## src/hw/rtl/bilinear_resize_sampler_unit_macros.svh

```systemverilog
// assertion macros for the bilinear resize sampler
`ifndef BILINEAR_RESIZE_SAMPLER_UNIT_MACROS_SVH
`define BILINEAR_RESIZE_SAMPLER_UNIT_MACROS_SVH
`ifndef ASSERT_OFF
`define BRS_ASSERT_IMPL(label, ante, cons) \
    label: assert property (@(posedge clk) disable iff (!rst_n) (ante) |-> (cons)) \
        else $error("assertion failed");
`define BRS_ASSERT_NEXT(label, ante, cons) \
    label: assert property (@(posedge clk) disable iff (!rst_n) (ante) |=> (cons)) \
        else $error("assertion failed");
`else
`define BRS_ASSERT_IMPL(label, ante, cons)
`define BRS_ASSERT_NEXT(label, ante, cons)
`endif
`endif

```

## src/hw/rtl/brs_pkg.sv

```systemverilog
// shared types and constants for the bilinear resize sampler
package brs_pkg;
    localparam int unsigned WEIGHT_ONE = 65536;
    localparam int PIXEL_BITS = 8;

    localparam logic [2:0] CFG_IN_WIDTH = 3'd0;
    localparam logic [2:0] CFG_IN_HEIGHT = 3'd1;
    localparam logic [2:0] CFG_BORDER_MODE = 3'd2;
    localparam logic [2:0] CFG_BORDER_VALUE = 3'd3;
    localparam logic [2:0] CFG_CENTER = 3'd4;
    localparam logic [2:0] CFG_HEIGHT_RATIO = 3'd5;

    localparam logic REQ_LOAD = 1'b0;
    localparam logic REQ_SAMPLE = 1'b1;

    typedef enum logic [2:0] {
        ST_IDLE,
        ST_ROW,
        ST_ADDR,
        ST_READ,
        ST_MUL,
        ST_SUM,
        ST_OUT
    } state_t;

    typedef struct packed {
        logic load_item;
        logic do_row;
        logic do_addr;
        logic do_read;
        logic do_mul;
        logic do_sum;
        logic set_out;
        logic clr_out;
    } cmd_t;

    typedef struct packed {
        logic out_full;
    } stat_t;
endpackage

```

## src/hw/rtl/brs_ctrl.sv

```systemverilog
// controller state machine for the sampler
module brs_ctrl (
    input  logic            clk,
    input  logic            rst_n,
    input  logic            in_valid,
    input  logic            req_type,
    input  logic            out_ready,
    input  brs_pkg::stat_t  stat,
    output logic            in_ready,
    output brs_pkg::cmd_t   cmd
);
    brs_pkg::state_t state_reg;
    brs_pkg::state_t state_next;
    logic take;

    // a waiting result only holds a sample in the output state
    assign in_ready = (state_reg == brs_pkg::ST_IDLE);
    assign take = in_valid && in_ready;

    always_ff @(posedge clk or negedge rst_n)
    begin
        if (!rst_n)
        begin
            state_reg <= brs_pkg::ST_IDLE;
        end
        else
        begin
            state_reg <= state_next;
        end
    end

    always_comb
    begin
        state_next = state_reg;
        case (state_reg)
            brs_pkg::ST_IDLE:
            begin
                if (take && req_type == brs_pkg::REQ_SAMPLE)
                begin
                    state_next = brs_pkg::ST_ROW;
                end
            end
            brs_pkg::ST_ROW:  state_next = brs_pkg::ST_ADDR;
            brs_pkg::ST_ADDR: state_next = brs_pkg::ST_READ;
            brs_pkg::ST_READ: state_next = brs_pkg::ST_MUL;
            brs_pkg::ST_MUL:  state_next = brs_pkg::ST_SUM;
            brs_pkg::ST_SUM:  state_next = brs_pkg::ST_OUT;
            brs_pkg::ST_OUT:
            begin
                if (!stat.out_full || out_ready)
                begin
                    state_next = brs_pkg::ST_IDLE;
                end
            end
            default:          state_next = brs_pkg::ST_IDLE;
        endcase
    end

    always_comb
    begin
        cmd = '0;
        cmd.load_item = take;
        cmd.clr_out = out_ready;
        case (state_reg)
            brs_pkg::ST_ROW:  cmd.do_row = 1'b1;
            brs_pkg::ST_ADDR: cmd.do_addr = 1'b1;
            brs_pkg::ST_READ: cmd.do_read = 1'b1;
            brs_pkg::ST_MUL:  cmd.do_mul = 1'b1;
            brs_pkg::ST_SUM:  cmd.do_sum = 1'b1;
            brs_pkg::ST_OUT:  cmd.set_out = !stat.out_full || out_ready;
            default:          cmd.do_row = 1'b0;
        endcase
    end
endmodule

```

## config.mk

```make
export PLATFORM = sky130hd
export DESIGN_NAME = brs_ctrl
export DESIGN_NICKNAME = d
export VERILOG_FILES = /design/src/hw/rtl/bilinear_resize_sampler_unit_macros.svh /design/src/hw/rtl/brs_pkg.sv /design/src/hw/rtl/brs_ctrl.sv
export SDC_FILE = /design/constraint.sdc
export NUM_CORES = 1
export LEC_CHECK = 0
export BUFFER_PORTS_ARGS = -buffer_cell sky130_fd_sc_hd__buf_2
export CORE_AREA = 2 2 39 41
export CTS_CLUSTER_SIZE = 40
export DETAILED_ROUTE_END_ITERATION = 7
export DIE_AREA = 0 0 41 43
export SYNTH_ARGS = -nofsm -noshare
export SYNTH_HDL_FRONTEND = slang
export SYNTH_SLANG_ARGS = --single-unit
```

## constraint.sdc

```tcl
create_clock -name clk -period 1 [get_ports clk]
set_clock_uncertainty 0.05 [all_clocks]
set_input_delay 0.05 -clock clk [delete_from_list [all_inputs] [get_ports clk]]
set_output_delay 0.05 -clock clk [all_outputs]
set_load 0.03 [all_outputs]
```

; Word-level counts from Yosys, hierarchy flattened
; Index checks and enable logic that the tools add are counted.
[word_totals]
ff_bits = 3
latch_bits = 0
ram_bits = 0
rom_bits = 0
output_inout_bits = 9
wordCells = 24
mem_count = 0
[op_classes]
n_addsub = 0
multipliers = 0
div_mod_pow = 0
magnitude_cmp = 0
eq_ne = 8
shift = 0
n_mux = 9
bitwise = 0
reduce_logical = 6
[op_table]
columns = op, count
row1 = $pmux W3 S7, 1
row2 = $eq A3 B3 Y1 const B, 3
row3 = $eq A3 B2 Y1 const B, 2
row4 = $mux W1, 6
row5 = $mux W3, 2
row6 = $eq A3 B1 Y1 const B, 1
row7 = $logic_not A3 Y1, 1
row8 = $logic_and A1 B1 Y1, 2
row9 = $ne A2 B1 Y1 const B, 1
row10 = $ne A2 B2 Y1 const B, 1
row11 = $reduce_and A2 Y1, 1
row12 = $logic_not A1 Y1, 1
row13 = $logic_or A1 B1 Y1, 1

; Longest topological paths before layout
; Gate-level depths: netlist of run 1.
[logic_depth]
depth_word = 5
ltp_mapped = 4
depth_no_buf = 3

; Least setup slack after synthesis of run 1
; No wires, ideal clock.
[synth_timing]
kind = register to output
start = reg state_reg[0]
end = out cmd[7] in the netlist's numbering
arrival_ns = 1.251
required_time_ns = 0.900
slack_ns = -0.351
path_stages_with_launch = 4
path_cell_list = dfrtp_1 nor3_2 and2_1 buf_4
[synth_between]
elab_chain_cells = 2
[synth_lines]
columns = item, line_no
row1 = start: declaration, brs_ctrl.sv:12  ; brs_pkg::state_t state_reg;
row2 = start signal: assignment, brs_ctrl.sv:24  ; state_reg <= brs_pkg::ST_IDLE;
row3 = start signal: assignment, brs_ctrl.sv:28  ; state_reg <= state_next;
row4 = $logic_not A3 Y1, brs_ctrl.sv:17  ; assign in_ready = (state_reg == brs_pkg::ST_IDLE);
row5 = via in_ready, brs_ctrl.sv:9  ; output logic in_ready,
row6 = $logic_and A1 B1 Y1, brs_ctrl.sv:18  ; assign take = in_valid && in_ready;
row7 = end: declaration, brs_ctrl.sv:10  ; output brs_pkg::cmd_t cmd
; The timed path passes the listed nets, and every way through them passes these cells.

==> summary.md, run 1 <==
| Metric | Value |
|---|---|
| Worst VDD drop | approximately 0.0014 V |
| Critical Path, Cell by Cell | nor3_4, and2_4, buf_6 |
| Final setup vio count | 10 |
| # port buffers | 14 |
| Number of buffers created by CTS | 3 |
| Vias | approximately 260 |
| Max frequency | about 800 MHz |
| Status | complete, but fails checks |
| Max_slew headroom | 0.867 |
| Root Buffer | clkbuf_4 |
| Endpoints failing hold | 0 |
| Synth Area in Compound Gates | 0.151 |
| Number of flip-flops under the largest register name | 3 |
| Worst Path Max Fanout | 5 |
| Placed Cells | 55 |
| Minimum clock period | 1.25 ns |
| Sink Count | 3 |
| Placer Congestion | roughly 0.73 |
| GR Util met3 | 0.0628 |
| Vert. Die Dim | 43 um |
| Gr ovfl total | 0 |
| Routed len/inst | 10.1 um |
| Final WL | 649 um |
| Cells after Synth | 24 |
| Crit. Startpoint | state_reg[0] |
| Post-Synth Simple-Gate Area | 0.349 |
| Busiest layer in global routing | met2 |
| Global Route Usage Sum | 0.0968 |
| Mapped cell area | approximately 220 um2 |
| Max_cap viols | 0 |
| Mean Syn Cell Area | between 8 and 9 um2 |
| Clock Tree Buf Depth | 2 |
| Vias in the first global route | 252 |
| Hold crit path type | primary input to asynchronous set/reset pin |
| Critical-path top delay cell | dfrtp_2 |
| Diodes inserted | 0 |
| Core Util, Final | 0.356 |
| Die W | between 40 and 50 um |
| Fill count | around 140 |
| Post-Synth Adder-Cell Area | 0 |
| Slew Viols, Final | 0 |
| Synth unique cells | 15 |
| TritonRoute pass-1 iters | 2 |
| Net Count, Synth | 30 |
| CP Data Arrival Time | 1.15 ns |
| Lkg Pwr | approximately 0.00023 uW |
| CP required | roughly 0.90 ns |
| Core Footprint | around 1400 um2 |
| Layout cells sized above 1 | 0.854 |
| # nets final | 55 |
| Vias per cell | approximately 4.1 |
| Critical path type | register to primary output |
| H-tree levels | 1 |
| Global routing usage on met2 | 0.125 |
| Reg2reg path depth | 3 |
| PnR worst setup slack | -0.245 ns |
| Slew @ Worst Pin | a little under 0.2 ns |
| Die ar. | ~1800 um2 |
| R2R setup slack | -0.07 ns |
| Post-synthesis mux area share | 0 |
| Syn. warnings | 0 |
| Met1 Usage GRT | 0.0945 |
| Area growth from synthesis to layout | 129% |
| First-pass GRT wire length | 1010 um |
| Synth Area in XOR/XNOR | 0 |
| CTS tree | yes |
| Critical path launch point type | register |
| Failing checks | setup timing |
| R2r endpoint | state_reg[2] |
| Final Cycle Share | 1.25 |
| Main combinational cell family by area after synthesis | simple AND/OR/NAND/NOR gates |
| RSZ-0062 raised after global routing | yes |
| Clk_lat worst skew | ~0.24 ns |
| Post-synthesis sequential area ratio | 0.349 |
| P per Cell Area | around 3600 nW/um2 |
| CTS clock-pin slew for the worst setup and hold paths | roughly 0.04 ns |
| Worst path bufs/invs | 1 |
| CP peak stage delay | about 0.44 ns |
| Largest net degree at the start of global routing | 7 |
| Post-route insts no fill | 64 |
| DRC | 0 |
| Rows | 14 |
| Crit path max-delay family | flip-flops |
| Iter 0 DRT Violations | 1 |
| Final ANT Viol Nets | 0 |
| Initial antenna violation count | 0 |
| #FFs+latches synth | 3 |
| Starting Density | 0.156 |
| # IOs | 15 |
| DP HPWL | roughly 440 um |
| CP Capture Type | primary output |
| Worst R2R Start | state_reg[1] |
-- kinds of logic after synthesis --
family,Yosys count
compound gates,5
buf+inv,4
simple gates,12
flops,3
-- what timing repair did --
item / 4_1_cts / 5_1_grt
hold buffers: 1 / 0
endpoints found under the hold margin: 3 / 0
buffers inserted: 3 / 1
endpoints found under the setup margin: 10 / 11
pin swaps: 2 / 3
resized for setup: 23 / 2
cloned: 0 / 0
-- layer usage --
| layer | vias to the layer above | routed length [um] |
|---|---|---|
| met5 | - | 0 |
| met4 | 0 | 19 |
| met1 | 118 | 221 |
| met2 | 12 | 364 |
| met3 | 2 | 44 |
| li1 | 129 | - |
-- cells in the mapped netlist --
cell	instances	share of area
a211oi_1	2	0.070
nand2b_1	3	0.087
nor2b_1	1	0.029
dfrtp_1	3	0.35
and3_4	1	0.052
and2_1	2	0.058
nor3_2	1	0.047
o21ai_0	1	0.023
o21ai_1	1	0.023
buf_6	1	0.052
nor3_1	1	0.023
nor2_1	3	0.052
a21o_1	1	0.035
buf_4	2	0.070
inv_4	1	0.029
-- worst max-delay path by stage --
stage / endpoint / slack [ns] / cells past startpoint
after floorplan: cmd[7] / -0.24 / 3
after CTS: cmd[7] / -0.26 / 3
after global routing: cmd[7] / -0.30 / 3
after global placement: cmd[1] / -0.14 / 3
final: cmd[7] / -0.25 / 3
after detailed placement: cmd[1] / -0.14 / 3
-- cells in the final DEF (no fill, tap or decap), drive strengths merged --
cell type / n
buf: 22
clkbuf: 4
nor2: 3
dfrtp: 3
nand2b: 3
and2: 2
nor3: 2
a211oi: 2
o21ai: 2
inv: 1
and3: 1
nor2b: 1
a21o: 1
dlygate4sd3: 1
-- where the power goes --
part | internal [uW] | switching [uW]
Combinational | 630 | 591
Clock | 150 | 64.5
Sequential | 192 | 133
Total | 972 | 788
-- through the flow --
step                      setup slack [ns]  setup TNS (ns)  power (uW)  instance area [um2]  hold slack, ns
after floorplan                     -0.237          -0.364         948                  256          -0.296
after global placement              -0.141          -0.824        1160                  350          -0.202
after detailed placement            -0.142          -0.910        1160                  350          -0.203
after CTS                           -0.259           -1.93        1720                  479          0.0950
after global routing                -0.304           -2.32        1870                  493          0.0933
final                               -0.245           -1.87        1760                  493          0.0879
-- layout make-up --
type | instances | area, um2 | share of cell area
repair buffers | 23 | 188 | 0.381
clock buffers | 4 | 26.3 | 0.0533
multi-input cells | 17 | 174 | 0.353
flip-flops and latches | 3 | 78.8 | 0.160
inverters | 1 | 6.26 | 0.0127
well taps | 16 | 20.0 | 0.0406
Power figures use the tool's default switching activity.
==> run 2, diff against run 1 <==
ABC_AREA = 1   (was unset)
CTS_BUF_LIST = sky130_fd_sc_hd__clkbuf_4 sky130_fd_sc_hd__clkbuf_8   (was unset)
==> summary.md, run 2 <==
| Metric | Value |
|---|---|
| Synth unique cells | 13 (-2) |
| Core Util, Final | 0.336 (-0.0199) |
| Mapped cell area | 238 um2 (+10%) |
| #FFs+latches synth | 3 (unchanged) |
| CP required | 0.90 ns (about the same) |
| Mean Syn Cell Area | 6.26 um2 (-30%) |
| # port buffers | 14 (unchanged) |
| Failing checks | setup timing |
| Final WL | 591 um (-8.9%) |
| Max_cap viols | 0 (unchanged) |
| Most common cell in the netlist | nand2_1 |
| Worst VDD drop | 0.00107 V (-22%) |
| Die ar. | 1760 um2 (unchanged) |
| Vias in the first global route | 253 (+0.40%) |
| Final setup vio count | 10 (unchanged) |
| Top cells by count, synth | 10 x nand2_1, 6 x inv_1, 6 x nor2_1, 3 x dfrtp_1 |
| Gr ovfl total | 0 (unchanged) |
| Area growth from synthesis to layout | 95.8% |
| Slew Viols, Final | 0 (unchanged) |
| Vias | 283 (+8.4%) |
| Leading cell type in the layout, fill and taps excluded | buf_6 |
| Number of flip-flops under the largest register name | 3 (unchanged) |
| Vert. Die Dim | 43 um (unchanged) |
| Critical path type | register to primary output |
| CP Data Arrival Time | 1.11 ns (-0.04 ns) |
| Synth top area share | 0.316 (-0.0330) |
| CP peak stage delay | 0.45 ns (about the same) |
| Post-synthesis sequential area ratio | 0.316 (-0.0330) |
| H-tree levels | 1 (unchanged) |
| Initial antenna violation count | 0 (unchanged) |
| Fraction of registers with async set/reset | 1.00 (unchanged) |
| Area contributors post-synth | dfrtp_1 32%, nand2_1 16%, inv_1 9.5% |
| Die W | 41 um (unchanged) |
| Number of buffers created by CTS | 3 (unchanged) |
| Status | complete, but fails checks |
| # nets final | 65 (+18%) |
| Sink Count | 3 (unchanged) |
| Vias per cell | 3.82 (-6.2%) |
| Core Footprint | 1380 um2 (unchanged) |
| P per Cell Area | 3630 nW/um2 (+1.6%) |
| CTS clock-pin slew for the worst setup and hold paths | 0.04 ns (about the same) |
| Minimum clock period | 1.21 ns (-0.0321 ns) |
| Main synth FF type | dfrtp_1 |
| TritonRoute pass-1 iters | 1 (-1) |
| Cells after Synth | 38 (+58%) |
| Clock Tree Buf Depth | 2 (unchanged) |
| DP HPWL | 450 um (+2.3%) |
| Final Cycle Share | 1.21 (-0.0321) |
| Placer Congestion | 0.665 (-9.4%) |
| Worst slack, placed | -0.0532 ns (+0.0884 ns) |
| Fin Setup TNS | -1.47 ns (+0.398 ns) |
| Final ANT Viol Nets | 0 (unchanged) |
| PnR worst setup slack | -0.213 ns (+0.0321 ns) |
| Global Route Usage Sum | 0.0774 (-0.0194) |
| CP Capture Type | primary output |
| Worst Path Max Fanout | 6 (+1) |
| Most frequent cells in the layout | 8 x buf_6, 7 x nand2_1, 6 x buf_2 |
| Post-synth EDFFs | 0 (unchanged) |
| RSZ-0062 raised after global routing | yes |
| Endpoints failing hold | 0 (unchanged) |
| Syn. warnings | 0 (unchanged) |
| Clk_lat worst skew | 0.23 ns (about the same) |
| Largest net degree at the start of global routing | 9 (+2) |
| Net Count, Synth | 44 (+47%) |
| Starting Density | 0.172 (+0.0163) |
| Critical Path, Cell by Cell | inv_4, nand3_2, nor2_2, buf_6 |
| Root Buffer | clkbuf_4 |
| Rows | 14 (unchanged) |
| First-pass GRT wire length | 876 um (-14%) |
| Worst path bufs/invs | 2 (+1) |
| Routed len/inst | 7.99 um (-21%) |
| Leading area contributor after synthesis | dfrtp_1 |
| # IOs | 15 (unchanged) |
| CTS tree | yes |
| Iter 0 DRT Violations | 0 (-1) |
| Hold crit path type | primary input to register |
| Max frequency | 824 MHz (+2.6%) |
| Slew @ Worst Pin | 0.164 ns (-0.0330 ns) |
| DRC | 0 (unchanged) |
| Max_slew headroom | 0.890 (+0.0234) |
| Critical path launch point type | register |
| Worst hold margin | 0.0605 ns (-0.0274 ns) |
| Layout cells sized above 1 | 0.672 (-0.182) |
| Diodes inserted | 0 (unchanged) |
| Lkg Pwr | 0.000254 uW (+10%) |
| Critical-path top delay cell | dfrtp_2 |
| Fill count | 158 (+11%) |
| Crit path max-delay family | flip-flops |
run 2: cell count changes in the layout (fill, tap and decap cells not counted), sizes merged:
cell    delta
a211oi     -2
a21o       -1
a21oi      +1
and2       -2
buf        -4
inv        +7
nand2     +10
nand2b     -3
nand3      +2
nand4      +1
nor2       +5
nor2b      -1
nor3       -2
o21ai      -1
run 2: cell type report:
type / count / area (um2) / area share
clock buffers: 4 / 30.0 / 0.0645
inverters: 8 / 32.5 / 0.0699
multi-input cells: 24 / 144 / 0.309
flip-flops and latches: 3 / 78.8 / 0.169
well taps: 16 / 20.0 / 0.0430
repair buffers: 19 / 160 / 0.344
run 2: what timing repair did:
action | CTS | global route
hold endpoints to repair | 3 | 0
resized for setup | 24 | 4
endpoints found under the setup margin | 11 | 11
pin swaps | 1 | 2
hold buffers | 1 | 0
buffers inserted | 1 | 1
run 2: worst reg2reg max path, cell delays in order, from the launching register on:
cell     delay (ns)
dfrtp_2        0.46
buf_4          0.16
nor2_4         0.10
nand2_1        0.05
nand2_1        0.05
inv_1          0.03
run 2: worst paths after layout:
| kind | endpoint | depth (start not counted) | slack, ns | start |
|---|---|---|---|---|
| worst max-delay path | cmd[1] | 4 | -0.21 | state_reg[0] |
| worst min-delay path | state_reg[0] | 5 | 0.06 | req_type |
| worst max register to register | state_reg[0] | 5 | -0.02 | state_reg[2] |
| worst min register to register | state_reg[0] | 3 | 0.57 | state_reg[0] |
| max in group asynchronous | state_reg[1] | 2 | 0.70 | rst_n |
| min in group asynchronous | state_reg[2] | 2 | 0.09 | rst_n |
run 2: stage by stage:
stage               total power [uW]  instance area, um2  cells
floorplan                        923                 253     38
global placement                1100                 332     67
detailed placement              1110                 332     67
CTS                             1630                 444     73
global route                    1840                 465     74
finish                          1690                 465     74
run 2: cell families (layout without fill, tap and decap cells):
| kind of cell | count (synthesis) | after routing | share of synthesized area |
|---|---|---|---|
| compound gates | 2 | 2 | 0.0421 |
| buf+inv | 11 | 31 | 0.237 |
| flops | 3 | 3 | 0.316 |
| simple gates | 22 | 22 | 0.405 |
run 2: where the power goes:
| part | switching, uW | internal (uW) |
|---|---|---|
| Clock | 59.7 | 176 |
| Combinational | 636 | 495 |
| Sequential | 127 | 194 |
run 2: layer usage:
metal / global-route usage / wire length [um] / vias to the layer above
met5: 0 / 0 / -
met4: 0.0800 / 0 / 0
met3: 0.0157 / 23 / 0
met2: 0.116 / 347 / 7
met1: 0.0806 / 220 / 125
li1: - / - / 151
